`src/fsg_pkg.sv`:
```
// ----------------------------------------------------------------------------
// fsg_pkg: shared types, constants and functions
// Fixed-point constants, pipeline records and helpers for the free-space
// Green's function kernel.
// ----------------------------------------------------------------------------
package fsg_pkg;

  // default depths
  localparam int ROTATION_STAGES_DEF = 24;
  localparam int DIVIDER_STAGES_DEF  = 32;

  // range reduction: quotient of a 64-bit phase by 2*pi fits in 30 bits
  localparam int MOD_CELLS = 30;

  // widths
  localparam int CW  = 34;   // CORDIC datapath, Q2.30 with headroom
  localparam int QW  = 49;   // reciprocal quotient, widest divider
  localparam int RW  = 34;   // divider remainder
  localparam int LZW = 5;

  // constants
  localparam logic [63:0]        TWO_PI_Q32      = 64'd26986075409;
  localparam logic signed [35:0] PI_Q30          = 36'sd3373259426;
  localparam logic signed [35:0] HALF_PI_Q30     = 36'sd1686629713;
  localparam logic signed [CW-1:0] CORDIC_GAIN   = 34'sd652032874;
  localparam logic [63:0]        INV_FOUR_PI_Q32 = 64'd341782638;
  localparam logic [RW-1:0]      REM_INIT        = 34'h0_8000_0000;
  localparam logic [63:0]        CAP63           = 64'h7FFF_FFFF_FFFF_FFFF;

  // configuration register indexes
  typedef enum logic {
    REG_WAVENUMBER = 1'b0,
    REG_THRESHOLD  = 1'b1
  } fsg_reg_t;

  // item record carried alongside the arithmetic
  typedef struct packed {
    logic             sing;
    logic             flip;
    logic [LZW-1:0]   lz;
    logic [31:0]      m;
    logic [2:0]       vneg;
    logic [2:0][31:0] vmag;
  } fsg_side_t;

  // rotation and division state held by one cell
  typedef struct packed {
    logic signed [CW-1:0] cx;
    logic signed [CW-1:0] cy;
    logic signed [CW-1:0] cz;
    logic [RW-1:0]        rem;
    logic [QW-1:0]        q;
  } fsg_rot_t;

  // arctangent of 2^-i in Q2.30
  function automatic logic signed [CW-1:0] atan_q30(input int i);
    logic signed [CW-1:0] r;
    r = '0;
    case (i)
      0: r = 34'sh3243F6A8;
      1: r = 34'sh1DAC6705;
      2: r = 34'sh0FADBAFC;
      3: r = 34'sh07F56EA6;
      4: r = 34'sh03FEAB76;
      5: r = 34'sh01FFD55B;
      6: r = 34'sh00FFFAAA;
      7: r = 34'sh007FFF55;
      8: r = 34'sh003FFFEA;
      9: r = 34'sh001FFFFD;
      default: begin
        if (i <= 30) r = 34'sd1 <<< (30 - i);
        else r = '0;
      end
    endcase
    return r;
  endfunction

  // leading zeros of a non-zero word (zero reads as 31)
  function automatic logic [LZW-1:0] lzc32(input logic [31:0] v);
    logic [LZW-1:0] n;
    n = 5'd31;
    for (int i = 0; i < 32; i++) begin
      if (v[i]) n = 5'(31 - i);
    end
    return n;
  endfunction

  // sign and magnitude to saturated 48-bit two's complement
  function automatic logic [47:0] enc48(input logic neg, input logic [127:0] mag);
    logic [47:0] r;
    if (neg) begin
      if (mag > 128'h8000_0000_0000) r = 48'h8000_0000_0000;
      else r = -mag[47:0];
    end else begin
      if (mag > 128'h7FFF_FFFF_FFFF) r = 48'h7FFF_FFFF_FFFF;
      else r = mag[47:0];
    end
    return r;
  endfunction

endpackage

```
`src/fsg_rot_cell.sv`:
```
// ----------------------------------------------------------------------------
// fsg_rot_cell: one CORDIC micro-rotation and one reciprocal bit
// Each cell rotates the vector by +/-atan(2^-IDX) and resolves one quotient
// bit of 1/mantissa; cells past either depth pass that part through.
// ----------------------------------------------------------------------------
module fsg_rot_cell
  import fsg_pkg::*;
#(
  parameter int IDX   = 0,
  parameter int ROT_N = ROTATION_STAGES_DEF,
  parameter int DIV_N = DIVIDER_STAGES_DEF + 1
) (
  input  logic      clk,
  input  logic      rst_n,
  input  logic      en,
  input  logic      in_vld,
  input  fsg_rot_t  in_rot,
  input  fsg_side_t in_side,
  output logic      out_vld,
  output fsg_rot_t  out_rot,
  output fsg_side_t out_side
);

  logic      vld_r;
  fsg_rot_t  rot_r, rot_nxt;
  fsg_side_t side_r;

  always_comb begin
    logic signed [CW-1:0] dx, dy;
    logic                 ge;
    logic [RW-1:0]        rem2;
    rot_nxt = in_rot;
    dx      = in_rot.cy >>> IDX;
    dy      = in_rot.cx >>> IDX;
    ge      = in_rot.rem >= {2'b00, in_side.m};
    rem2    = ge ? (in_rot.rem - {2'b00, in_side.m}) : in_rot.rem;
    // rotation towards zero residual angle
    if (IDX < ROT_N) begin
      if (!in_rot.cz[CW-1]) begin
        rot_nxt.cx = in_rot.cx - dx;
        rot_nxt.cy = in_rot.cy + dy;
        rot_nxt.cz = in_rot.cz - atan_q30(IDX);
      end else begin
        rot_nxt.cx = in_rot.cx + dx;
        rot_nxt.cy = in_rot.cy - dy;
        rot_nxt.cz = in_rot.cz + atan_q30(IDX);
      end
    end
    // restoring division step
    if (IDX < DIV_N) begin
      rot_nxt.q   = {in_rot.q[QW-2:0], ge};
      rot_nxt.rem = {rem2[RW-2:0], 1'b0};
    end
  end

  always_ff @(posedge clk) begin
    if (!rst_n) begin
      vld_r <= 1'b0;
    end else if (en) begin
      vld_r <= in_vld;
    end
    if (en) begin
      rot_r  <= rot_nxt;
      side_r <= in_side;
    end
  end

  assign out_vld  = vld_r;
  assign out_rot  = rot_r;
  assign out_side = side_r;

endmodule

```
`config.mk`:
```
export PLATFORM = sky130hd
export DESIGN_NAME = fsg_rot_cell
export DESIGN_NICKNAME = d
export VERILOG_FILES = /design/src/fsg_pkg.sv /design/src/fsg_rot_cell.sv
export SDC_FILE = /design/constraint.sdc
export NUM_CORES = 1
export LEC_CHECK = 0
export ABC_AREA = 1
export ABC_CLOCK_PERIOD_IN_PS = 9750
export CAP_MARGIN = 20
export CORE_AREA = 2 2 256 258
export CTS_CLUSTER_DIAMETER = 40
export DETAILED_ROUTE_END_ITERATION = 10
export DIE_AREA = 0 0 258 260
export DONT_BUFFER_PORTS = 1
export PLACE_DENSITY = 0.5
export SETUP_SLACK_MARGIN = 0.3
export SLEW_MARGIN = 20
export SYNTH_ARGS = -nofsm -noshare
export SYNTH_HDL_FRONTEND = slang
export SYNTH_SLANG_ARGS = --single-unit
```
`constraint.sdc`:
```
create_clock -name clk -period 9.75 [get_ports clk]
set_input_delay 1.95 -clock clk [delete_from_list [all_inputs] [get_ports clk]]
set_output_delay 1.95 -clock clk [all_outputs]
set_load 0.01 [all_outputs]
```
==> results by group <==
Final layout
  – Register area: 9660 um2
  – Final core utilization: 37.4%
  – Final Cell Area: 24000 um2
  – Multi-input logic area: 10000 um2
  – Final-stage net count: 3118
  – Fill cells: 6583
  – Share of post-route cells with drive strength above 1: 4.12%
  – Syn-to-layout area delta: 12.5%

Floorplanning
  – Die area: 67100 um2
  – Ports: 651
  – Die Ht: 260 um
  – Die X: 258 um
  – Core box area: 64100 um2
  – Starting Density: 33.3%
  – # rows: 93

GRT
  – Largest net degree at the start of global routing: 324
  – GRT overflow: 0
  – Initial antenna violation count: 22
  – Vias in the first global route: 17.7k
  – Total global-route track usage: 25.0%
  – First-pass GRT wire length: 123000 um

Drt
  – DRT iter0 DRCs: 1675
  – First drt pass iteration count: 6
  – Via density: 5.19
  – Via count: 18.3k
  – WL final: 87900 um
  – Drt wl/cell: 24.9 um
  – Remaining DRCs: 0
  – Antenna-violating nets left: 0

Timing
  – Least-Margin Pin Slew: 1.37 ns
  – Setup TNS: 0 ns
  – Final Critical Period: 4.10 ns
  – Fin. max-slew vios: 0
  – Final hold violation count: 0
  – Slew HR: 8.50%
  – Final Setup Violations: 0
  – Hold_ws: 0.646 ns
  – Final period utilization: 42.1%
  – RSZ-0062 raised after global routing: false
  – Post-Route Skew: 0 ns
  – Fmax: 0.244 GHz

Synth
  – Syn Std Cell Area: 21300 um2
  – Top_reg_cell synth: edfxtp_1
  – Top cells by count, synth: 747 x nand2_1, 350 x inv_1, 321 x edfxtp_1
  – Cells after synthesis: 2626
  – Top-count cell post-synth: nand2_1
  – Synth top area share: 45.2%
  – Async set-or-reset flop fraction in the synthesized netlist: 0%
  – Post-synthesis cell type count: 40
  – Area leader, netlist: edfxtp_1
  – EDFF count, synth: 321
  – Yosys warnings: 0
  – Syn nets: 3118
  – Syn_area_per_cell: 8.12 um2
  – Sequential element share of the synthesized area: 45.3%
  – Seq cells post-synth: 322
  – Area contributors post-synth: edfxtp_1 45%, nand2_1 13%, ha_1 9.4%, inv_1 6.2%, nand3_1 5.6%

Critical path
  – Startpoint types: primary input
  – Crit-path cells: inv_1 > ha_1 > inv_1 > fa_1 > nand3_1 > nand2_2 > nand2_2 > nand2_2 > nand2_1 > nand2_2 > nand2_1 > nand2_2 > nand3b_4 > nand2_4 > nand2_1 > nand2_1
  – Element type at the critical path end: register
  – Largest stage delay on the critical path: 0.40 ns
  – Worst EP required: 10.07 ns
  – CP max FO: 34
  – Most used cell, CP: nand2_2
  – Slowest cell on crit path: fa_1
  – Crit Path Class: in2reg
  – Top delay family on crit path: simple AND/OR/NAND/NOR gates
  – Worst path bufs/invs: 2
  – CP arrival: 4.42 ns

Placed design
  – Port bufs: 0
  – Final GP Congestion: 1.02
  – Area after DPL: 22100 um2
  – Detailed Place HPWL: 72600 um

Clocking
  – Postcts setup bufs: 0
  – Clock Sinks: 322
  – Root Buffer: clkbuf_16
  – Reg clk slew, reported paths: 0.06 ns
  – Post-cts resize count: 0
  – CTS tree: done
  – Clk_lat worst skew: 0.58 ns
  – Cts hold-fix bufs: 0
  – Depth of the CTS H-tree: 2
  – CTS Buf Count: 52
  – CTS max path bufs: 3

Power
  – Worst VDD drop: 0.120 mV
  – Leakage: 10.7 nW
  – Power Dens Cells: 194 nW/um2
  – Total power: 4.65 mW

Min path
  – Hold crit path type: reg2reg

Status
  – Outcome: completed

Job
  – Max cap viols: 0
layout by cell type, fill, tap and decap left out, drive strengths merged, types with 3 or more instances in the layout:
cell / netlist / layout
nand2: 754 / 754
inv: 350 / 367
edfxtp: 321 / 321
nand3: 239 / 239
nor2: 220 / 220
a21oi: 189 / 189
ha: 160 / 160
o21ai: 136 / 136
xor2: 65 / 65
clkbuf: 12 / 55
nor3: 30 / 30
nand4: 23 / 23
o21bai: 19 / 19
clkinv: 0 / 15
o21a: 11 / 11
diode: 0 / 8
a21o: 8 / 8
bufinv: 0 / 7
nand3b: 7 / 7
nor4: 7 / 7
or2: 6 / 6
fa: 5 / 5
a31oi: 4 / 4
o22ai: 4 / 4
clkinvlp: 0 / 4
xnor2: 3 / 3
final timing paths:
kind / start / to / slack [ns] / cells past startpoint
hold / removal: out_vld$_SDFFE_PN0P_ / out_vld$_SDFFE_PN0P_ / 0.65 / 2
hold reg to reg: out_vld$_SDFFE_PN0P_ / out_vld$_SDFFE_PN0P_ / 0.65 / 2
setup reg to reg: out_vld$_SDFFE_PN0P_ / out_vld$_SDFFE_PN0P_ / 8.99 / 2
setup / recovery: in_rot[49] / out_rot[78]$_DFFE_PP_ / 5.65 / 16
metal layers:
layer  track usage, %  vias to the layer above  share of wire [%]
met3             6.30                      140                7.4
li1                 -                     8729                  -
met4             9.51                       16                4.2
met1             28.8                     8712                 39
met5                0                        -               0.12
met2             44.5                      732                 50
logic make-up after synthesis:
group                    count (synthesis)  synth area share (%)
AND/OR/NAND/NOR                       1287                  25.0
buffers and inverters                  406                  7.56
flip-flops                             322                  45.3
multiplexers                             1                0.0469
other                                    1                0.0176
AO/OA/AOI/OAI                          376                  9.38
adder cells (fa/ha/maj)                165                  9.86
XOR/XNOR                                68                  2.79
metrics by stage:
step | instances | setup slack, ns
after CTS | 3525 | 5.70
after floorplan | 2626 | 5.22
final | 3533 | 5.65
after global placement | 3427 | 5.09
after detailed placement | 3427 | 5.08
after global routing | 3526 | 5.48
sequential cells by signal (all words and copies together), names as in the netlist:
register  cells
out_rot     183
out_side    138
out_vld       1
power breakdown:
part	internal, mW	switching, mW
clock	1.20	0.742
sequential	1.73	0.191
combinational	0.241	0.547
worst min-delay path, stage by stage, from the launching register on:
cell and delay, ns:
dfxtp_1 0.37, o21ai_0 0.19, a21oi_1 0.04
layout make-up:
cell class / count / area share, %
tap: 855 / 4.46
clock buffer: 55 / 5.47
timing repair buffer: 2 / 0.0626
antenna: 8 / 0.0835
inverter: 350 / 5.48
multi-input combinational: 1898 / 41.9
clock inverter: 43 / 2.28
sequential: 322 / 40.3
(Power assumes the default switching activity.)
