===== src/fsg_pkg.sv =====
// ----------------------------------------------------------------------------
// fsg_pkg: shared types, constants and functions
// Fixed-point constants, pipeline records and helpers for the free-space
// Green's function kernel.
// ----------------------------------------------------------------------------
package fsg_pkg;

  // default depths
  localparam int ROTATION_STAGES_DEF = 24;
  localparam int DIVIDER_STAGES_DEF  = 32;

  // range reduction: quotient of a 64-bit phase by 2*pi fits in 30 bits
  localparam int MOD_CELLS = 30;

  // widths
  localparam int CW  = 34;   // CORDIC datapath, Q2.30 with headroom
  localparam int QW  = 49;   // reciprocal quotient, widest divider
  localparam int RW  = 34;   // divider remainder
  localparam int LZW = 5;

  // constants
  localparam logic [63:0]        TWO_PI_Q32      = 64'd26986075409;
  localparam logic signed [35:0] PI_Q30          = 36'sd3373259426;
  localparam logic signed [35:0] HALF_PI_Q30     = 36'sd1686629713;
  localparam logic signed [CW-1:0] CORDIC_GAIN   = 34'sd652032874;
  localparam logic [63:0]        INV_FOUR_PI_Q32 = 64'd341782638;
  localparam logic [RW-1:0]      REM_INIT        = 34'h0_8000_0000;
  localparam logic [63:0]        CAP63           = 64'h7FFF_FFFF_FFFF_FFFF;

  // configuration register indexes
  typedef enum logic {
    REG_WAVENUMBER = 1'b0,
    REG_THRESHOLD  = 1'b1
  } fsg_reg_t;

  // item record carried alongside the arithmetic
  typedef struct packed {
    logic             sing;
    logic             flip;
    logic [LZW-1:0]   lz;
    logic [31:0]      m;
    logic [2:0]       vneg;
    logic [2:0][31:0] vmag;
  } fsg_side_t;

  // rotation and division state held by one cell
  typedef struct packed {
    logic signed [CW-1:0] cx;
    logic signed [CW-1:0] cy;
    logic signed [CW-1:0] cz;
    logic [RW-1:0]        rem;
    logic [QW-1:0]        q;
  } fsg_rot_t;

  // arctangent of 2^-i in Q2.30
  function automatic logic signed [CW-1:0] atan_q30(input int i);
    logic signed [CW-1:0] r;
    r = '0;
    case (i)
      0: r = 34'sh3243F6A8;
      1: r = 34'sh1DAC6705;
      2: r = 34'sh0FADBAFC;
      3: r = 34'sh07F56EA6;
      4: r = 34'sh03FEAB76;
      5: r = 34'sh01FFD55B;
      6: r = 34'sh00FFFAAA;
      7: r = 34'sh007FFF55;
      8: r = 34'sh003FFFEA;
      9: r = 34'sh001FFFFD;
      default: begin
        if (i <= 30) r = 34'sd1 <<< (30 - i);
        else r = '0;
      end
    endcase
    return r;
  endfunction

  // leading zeros of a non-zero word (zero reads as 31)
  function automatic logic [LZW-1:0] lzc32(input logic [31:0] v);
    logic [LZW-1:0] n;
    n = 5'd31;
    for (int i = 0; i < 32; i++) begin
      if (v[i]) n = 5'(31 - i);
    end
    return n;
  endfunction

  // sign and magnitude to saturated 48-bit two's complement
  function automatic logic [47:0] enc48(input logic neg, input logic [127:0] mag);
    logic [47:0] r;
    if (neg) begin
      if (mag > 128'h8000_0000_0000) r = 48'h8000_0000_0000;
      else r = -mag[47:0];
    end else begin
      if (mag > 128'h7FFF_FFFF_FFFF) r = 48'h7FFF_FFFF_FFFF;
      else r = mag[47:0];
    end
    return r;
  endfunction

endpackage


===== src/fsg_mod_cell.sv =====
// ----------------------------------------------------------------------------
// fsg_mod_cell: one step of the phase range reduction
// Subtracts 2*pi scaled by a fixed power of two when the phase allows it.
// ----------------------------------------------------------------------------
module fsg_mod_cell
  import fsg_pkg::*;
#(
  parameter int SHIFT = 0
) (
  input  logic        clk,
  input  logic        rst_n,
  input  logic        en,
  input  logic        in_vld,
  input  logic [63:0] in_p,
  input  fsg_side_t   in_side,
  output logic        out_vld,
  output logic [63:0] out_p,
  output fsg_side_t   out_side
);

  localparam logic [63:0] STEP = TWO_PI_Q32 << SHIFT;

  logic        vld_r;
  logic [63:0] p_r, p_nxt;
  fsg_side_t   side_r;

  // conditional subtract
  assign p_nxt = (in_p >= STEP) ? (in_p - STEP) : in_p;

  always_ff @(posedge clk) begin
    if (!rst_n) begin
      vld_r <= 1'b0;
    end else if (en) begin
      vld_r <= in_vld;
    end
    if (en) begin
      p_r    <= p_nxt;
      side_r <= in_side;
    end
  end

  assign out_vld  = vld_r;
  assign out_p    = p_r;
  assign out_side = side_r;

endmodule


===== config.mk =====
export PLATFORM = sky130hd
export DESIGN_NAME = fsg_mod_cell
export DESIGN_NICKNAME = d
export VERILOG_FILES = /design/src/fsg_pkg.sv /design/src/fsg_mod_cell.sv
export SDC_FILE = /design/constraint.sdc
export NUM_CORES = 1
export LEC_CHECK = 0
export BUFFER_PORTS_ARGS = -buffer_cell sky130_fd_sc_hd__clkbuf_2
export CAP_MARGIN = 20
export CORE_AREA = 3 3 159 161
export CTS_BUF_LIST = sky130_fd_sc_hd__clkbuf_16
export CTS_CLUSTER_SIZE = 40
export DETAILED_ROUTE_END_ITERATION = 8
export DIE_AREA = 0 0 162 164
export PLACE_DENSITY = 0.75
export SETUP_SLACK_MARGIN = 0.02
export SLEW_MARGIN = 20
export SYNTH_ARGS = -nofsm -noshare
export SYNTH_HDL_FRONTEND = slang
export SYNTH_SLANG_ARGS = --single-unit

===== constraint.sdc =====
create_clock -name clk -period 2.75 [get_ports clk]
set_input_delay 0.275 -clock clk [delete_from_list [all_inputs] [get_ports clk]]
set_output_delay 0.275 -clock clk [all_outputs]
set_load 0.05 [all_outputs]

==> impl_metrics.xml <==
<?xml version="1.0" encoding="UTF-8"?>
<metrics>
  <group name="setup_path">
    <metric name="crit_path_start" unit="">in_p[11]</metric>
    <metric name="critical_path.most_common_cell" unit="">sky130_fd_sc_hd__buf_4</metric>
    <metric name="crit_type" unit="">primary input to register</metric>
    <metric name="worstPathBufferInverterCount" unit="">5</metric>
    <metric name="arrival" unit="ns">2.70</metric>
    <metric name="max_stage_delay" unit="ns">0.60</metric>
    <metric name="crit_path_start_kind" unit="">primary input</metric>
    <metric name="crit_path_cell_trace" unit="">clkbuf_2 &gt; buf_4 &gt; nand4bb_1 &gt; a2111oi_0 &gt; buf_4 &gt; o2111ai_1 &gt; and3_1 &gt; buf_4 &gt; a21oi_1 &gt; buf_4 &gt; nand4b_1 &gt; xnor2_1</metric>
    <metric name="reg2reg_from" unit="">out_vld</metric>
    <metric name="endpoint_kind" unit="">register</metric>
    <metric name="crit_path_top_delay_cell" unit="">sky130_fd_sc_hd__a2111oi_0</metric>
    <metric name="path_delay_family" unit="">compound AO/OA/AOI/OAI gates</metric>
    <metric name="critical_path_required" unit="ns">3.02</metric>
    <metric name="critical_path_peak_fanout" unit="">11</metric>
  </group>
  <group name="power_and_ir_drop">
    <metric name="power_per_cell_area" unit="mW/mm^2">683</metric>
    <metric name="power.ir.vdd_worst" unit="uV">423</metric>
    <metric name="p_leak" unit="uW">0.00562</metric>
    <metric name="power" unit="uW">9010</metric>
  </group>
  <group name="placement">
    <metric name="post-place-cells" unit="">1283</metric>
    <metric name="gp_congestion" unit="">0.881</metric>
    <metric name="place_area" unit="sq mm">0.0110</metric>
    <metric name="dp_hpwl" unit="microns">22600</metric>
    <metric name="portBuffers" unit="">408</metric>
  </group>
  <group name="timing">
    <metric name="finClkSkew" unit="ns">0</metric>
    <metric name="timing_max_transition_violations_final" unit="">0</metric>
    <metric name="fin_worst_hold_slack" unit="ns">0.0376</metric>
    <metric name="hold_violations" unit="">0</metric>
    <metric name="rsz0062_at_grt" unit="">no</metric>
    <metric name="max_clock_freq" unit="GHz">0.411</metric>
    <metric name="report.final.setup_viol" unit="">0</metric>
    <metric name="timing_worst_slew_pin_value" unit="ns">0.621</metric>
    <metric name="timing.slew.headroom" unit="">0.576</metric>
    <metric name="period_share" unit="">0.885</metric>
    <metric name="post-route-min-period" unit="ns">2.43</metric>
  </group>
  <group name="die">
    <metric name="design.core.area" unit="sq mm">0.0241</metric>
    <metric name="dieArea" unit="sq mm">0.0266</metric>
    <metric name="dieWidth" unit="microns">162</metric>
    <metric name="row_count" unit="">57</metric>
    <metric name="floorplan.initialDensity" unit="">0.334</metric>
    <metric name="boundaryPins" unit="">409</metric>
    <metric name="die_y" unit="microns">164</metric>
  </group>
  <group name="route">
    <metric name="post-route-drc-count" unit="">0</metric>
    <metric name="routed_via_density" unit="">4.88</metric>
    <metric name="routed-wl-met2" unit="microns">15300</metric>
    <metric name="topRoutingLayerUsed" unit="">met5</metric>
    <metric name="routed-via-count" unit="">7147</metric>
    <metric name="met3WireLength" unit="microns">2940</metric>
    <metric name="ant_nets" unit="">0</metric>
    <metric name="post_drt_wl_per_cell" unit="microns">21.9</metric>
    <metric name="detail_route.first_pass.iterations" unit="">6</metric>
    <metric name="drt_iter0_markers" unit="">685</metric>
    <metric name="wl_met1" unit="microns">12000</metric>
    <metric name="wl" unit="microns">32100</metric>
  </group>
  <group name="clock_network">
    <metric name="cts-root-to-sink-buffers" unit="">3</metric>
    <metric name="cts_resized" unit="">0</metric>
    <metric name="worst_setup_hold_path_clk_slew" unit="ns">0.06</metric>
    <metric name="cts_htree_levels" unit="">1</metric>
    <metric name="tritoncts.num_buffers" unit="">24</metric>
    <metric name="numClockSinks" unit="">203</metric>
    <metric name="clock_tree_root" unit="">sky130_fd_sc_hd__clkbuf_16</metric>
    <metric name="tritoncts_clock_tree" unit="">done</metric>
    <metric name="clk_latency" unit="ns">0.52</metric>
    <metric name="cts_post_setup_buffers_inserted" unit="">0</metric>
    <metric name="cts-hold-fix-buffers" unit="">139</metric>
  </group>
  <group name="final_layout">
    <metric name="regArea" unit="sq mm">0.00609</metric>
    <metric name="area_growth" unit="%">63.7</metric>
    <metric name="postLayoutCellArea" unit="sq mm">0.0132</metric>
    <metric name="layout-drive-gt1-share" unit="">0.461</metric>
    <metric name="area_used_by_multi_input_combinational_logic" unit="sq mm">0.00189</metric>
    <metric name="fillerInstances" unit="">1998</metric>
    <metric name="layout.cells.most_common" unit="">sky130_fd_sc_hd__clkbuf_2</metric>
    <metric name="fin_util" unit="">0.547</metric>
    <metric name="layout.cells.most_common_list" unit="">407 x sky130_fd_sc_hd__clkbuf_2, 202 x sky130_fd_sc_hd__edfxtp_1, 139 x sky130_fd_sc_hd__dlygate4sd3_1, 59 x sky130_fd_sc_hd__buf_4, 38 x sky130_fd_sc_hd__xnor2_1</metric>
    <metric name="fin_cells" unit="">1466</metric>
    <metric name="final_net_count" unit="">1332</metric>
  </group>
  <group name="synthesis">
    <metric name="synth_async_sr_flop_share" unit="">0</metric>
    <metric name="synth_area" unit="sq mm">0.00805</metric>
    <metric name="synth.yosys.seq_area_share" unit="">0.756</metric>
    <metric name="post_synth_xor_area_fraction" unit="">0.0663</metric>
    <metric name="synthCells" unit="">500</metric>
    <metric name="synth_top_family_by_area" unit="">simple AND/OR/NAND/NOR gates</metric>
    <metric name="synth-edff-count" unit="">202</metric>
    <metric name="synth.distinct_cells" unit="">51</metric>
    <metric name="synthesis.area_per_instance" unit="sq um">16.1</metric>
    <metric name="synth_compound_area_frac" unit="">0.0517</metric>
    <metric name="yosys_warnings" unit="">0</metric>
    <metric name="synth_fa_ha_area_frac" unit="">0.00311</metric>
    <metric name="synthesis.nets" unit="">708</metric>
    <metric name="most_used_flip_flop_cell_after_synthesis" unit="">sky130_fd_sc_hd__edfxtp_1</metric>
    <metric name="synth_mux_area_frac" unit="">0.00124</metric>
    <metric name="postSynthRegisterBits" unit="">203</metric>
    <metric name="post_synth_and_or_nand_nor_area_fraction" unit="">0.112</metric>
  </group>
  <group name="worst_hold_path">
    <metric name="hold_path_startpoint" unit="">in_vld</metric>
    <metric name="timing.hold.worst.class" unit="">primary input to register</metric>
  </group>
  <group name="grt">
    <metric name="first_pass_grt_wire_length" unit="microns">46100</metric>
    <metric name="leftover_overflow_at_the_end_of_global_routing" unit="">0</metric>
    <metric name="grt.total_usage" unit="">0.231</metric>
    <metric name="grt_max_degree" unit="">65</metric>
    <metric name="antenna_found_initial" unit="">3</metric>
    <metric name="first_global_vias" unit="">7269</metric>
  </group>
  <group name="status">
    <metric name="outcome" unit="">finished, final reports clean</metric>
  </group>
  <group name="run">
    <metric name="cap_violations" unit="">0</metric>
  </group>
</metrics>
[layer usage]
metal / track usage / up-vias
met5: 0 / -
met4: 0.114 / 4
met3: 0.0719 / 111
li1: - / 3176
met1: 0.268 / 3417
met2: 0.388 / 439
[flip-flops by register name, indices dropped and copies added (netlist names)]
| signal | cells |
|---|---|
| out_side | 138 |
| out_vld | 1 |
| out_p | 64 |
[Yosys cell counts, types with 3 or more instances]
library cell / count / area share
sky130_fd_sc_hd__o21ai_1: 5 / 0.0031
sky130_fd_sc_hd__nand2b_1: 3 / 0.0023
sky130_fd_sc_hd__buf_2: 5 / 0.0031
sky130_fd_sc_hd__nor4b_1: 3 / 0.0033
sky130_fd_sc_hd__or3_1: 5 / 0.0039
sky130_fd_sc_hd__nand2_1: 33 / 0.015
sky130_fd_sc_hd__o211ai_1: 5 / 0.0047
sky130_fd_sc_hd__nor4_1: 9 / 0.0070
sky130_fd_sc_hd__nor3_1: 12 / 0.0075
sky130_fd_sc_hd__and3_1: 3 / 0.0023
sky130_fd_sc_hd__or4_1: 4 / 0.0037
sky130_fd_sc_hd__or2_2: 5 / 0.0039
sky130_fd_sc_hd__xor2_1: 23 / 0.025
sky130_fd_sc_hd__edfxtp_1: 202 / 0.75
sky130_fd_sc_hd__nand4_1: 3 / 0.0023
sky130_fd_sc_hd__o31ai_1: 4 / 0.0037
sky130_fd_sc_hd__inv_1: 4 / 0.0019
sky130_fd_sc_hd__nor2_1: 35 / 0.016
sky130_fd_sc_hd__clkbuf_1: 6 / 0.0028
sky130_fd_sc_hd__a31oi_1: 6 / 0.0047
sky130_fd_sc_hd__a21oi_1: 15 / 0.0093
sky130_fd_sc_hd__nor4_4: 6 / 0.016
sky130_fd_sc_hd__a2111oi_0: 3 / 0.0033
sky130_fd_sc_hd__nand3_1: 16 / 0.0099
sky130_fd_sc_hd__o21ai_0: 10 / 0.0062
sky130_fd_sc_hd__a211oi_1: 4 / 0.0037
sky130_fd_sc_hd__xnor2_1: 38 / 0.041
[final cells by class]
cell class / count / area share
clock buffer: 24 / 0.0455
tap: 324 / 0.0307
antenna: 1 / 0.000190
clock inverter: 19 / 0.0169
inverter: 4 / 0.00114
sequential: 203 / 0.461
multi-input combinational: 281 / 0.143
timing repair buffer: 610 / 0.301
[power by group]
part / switching (uW) / internal (uW) / leakage (uW)
Sequential: 84.5 / 3700 / 0.00199
Clock: 1340 / 1990 / 0.000415
Combinational: 1380 / 511 / 0.00322
[path summary, 6_finish.rpt]
| check | slack, ns | cells past startpoint | to |
|---|---|---|---|
| hold reg to reg | 0.56 | 2 | out_vld |
| setup / recovery | 0.32 | 12 | out_p[53] |
| hold / removal | 0.04 | 3 | out_vld |
| setup reg to reg | 2.13 | 2 | out_vld |
[metrics by stage]
step / setup slack [ns] / setup TNS [ns]
2_1_floorplan: 0.101 / 0
3_3_place_gp: -0.184 / -4.19
3_5_place_dp: -0.224 / -5.93
4_1_cts: 0.323 / 0
5_1_grt: 0.112 / 0
6_report: 0.315 / 0
[kinds of logic (layout without fill, tap and decap cells)]
| logic type | count (synthesis) | after routing |
|---|---|---|
| DFF | 203 | 203 |
| and+or+nand+nor | 154 | 154 |
| AOI/OAI and AO/OA | 63 | 63 |
| xor gates and xnor gates | 61 | 61 |
| buffers and inverters | 16 | 657 |
| adders and majority gates | 2 | 2 |
| muxes | 1 | 1 |
| other | 0 | 1 |
[worst min-delay path: stages]
cell and delay (ns):
sky130_fd_sc_hd__clkbuf_2 0.07, sky130_fd_sc_hd__mux2i_1 0.06, sky130_fd_sc_hd__nor2b_1 0.11
No activity file was read; power rests on OpenSTA's default activity.
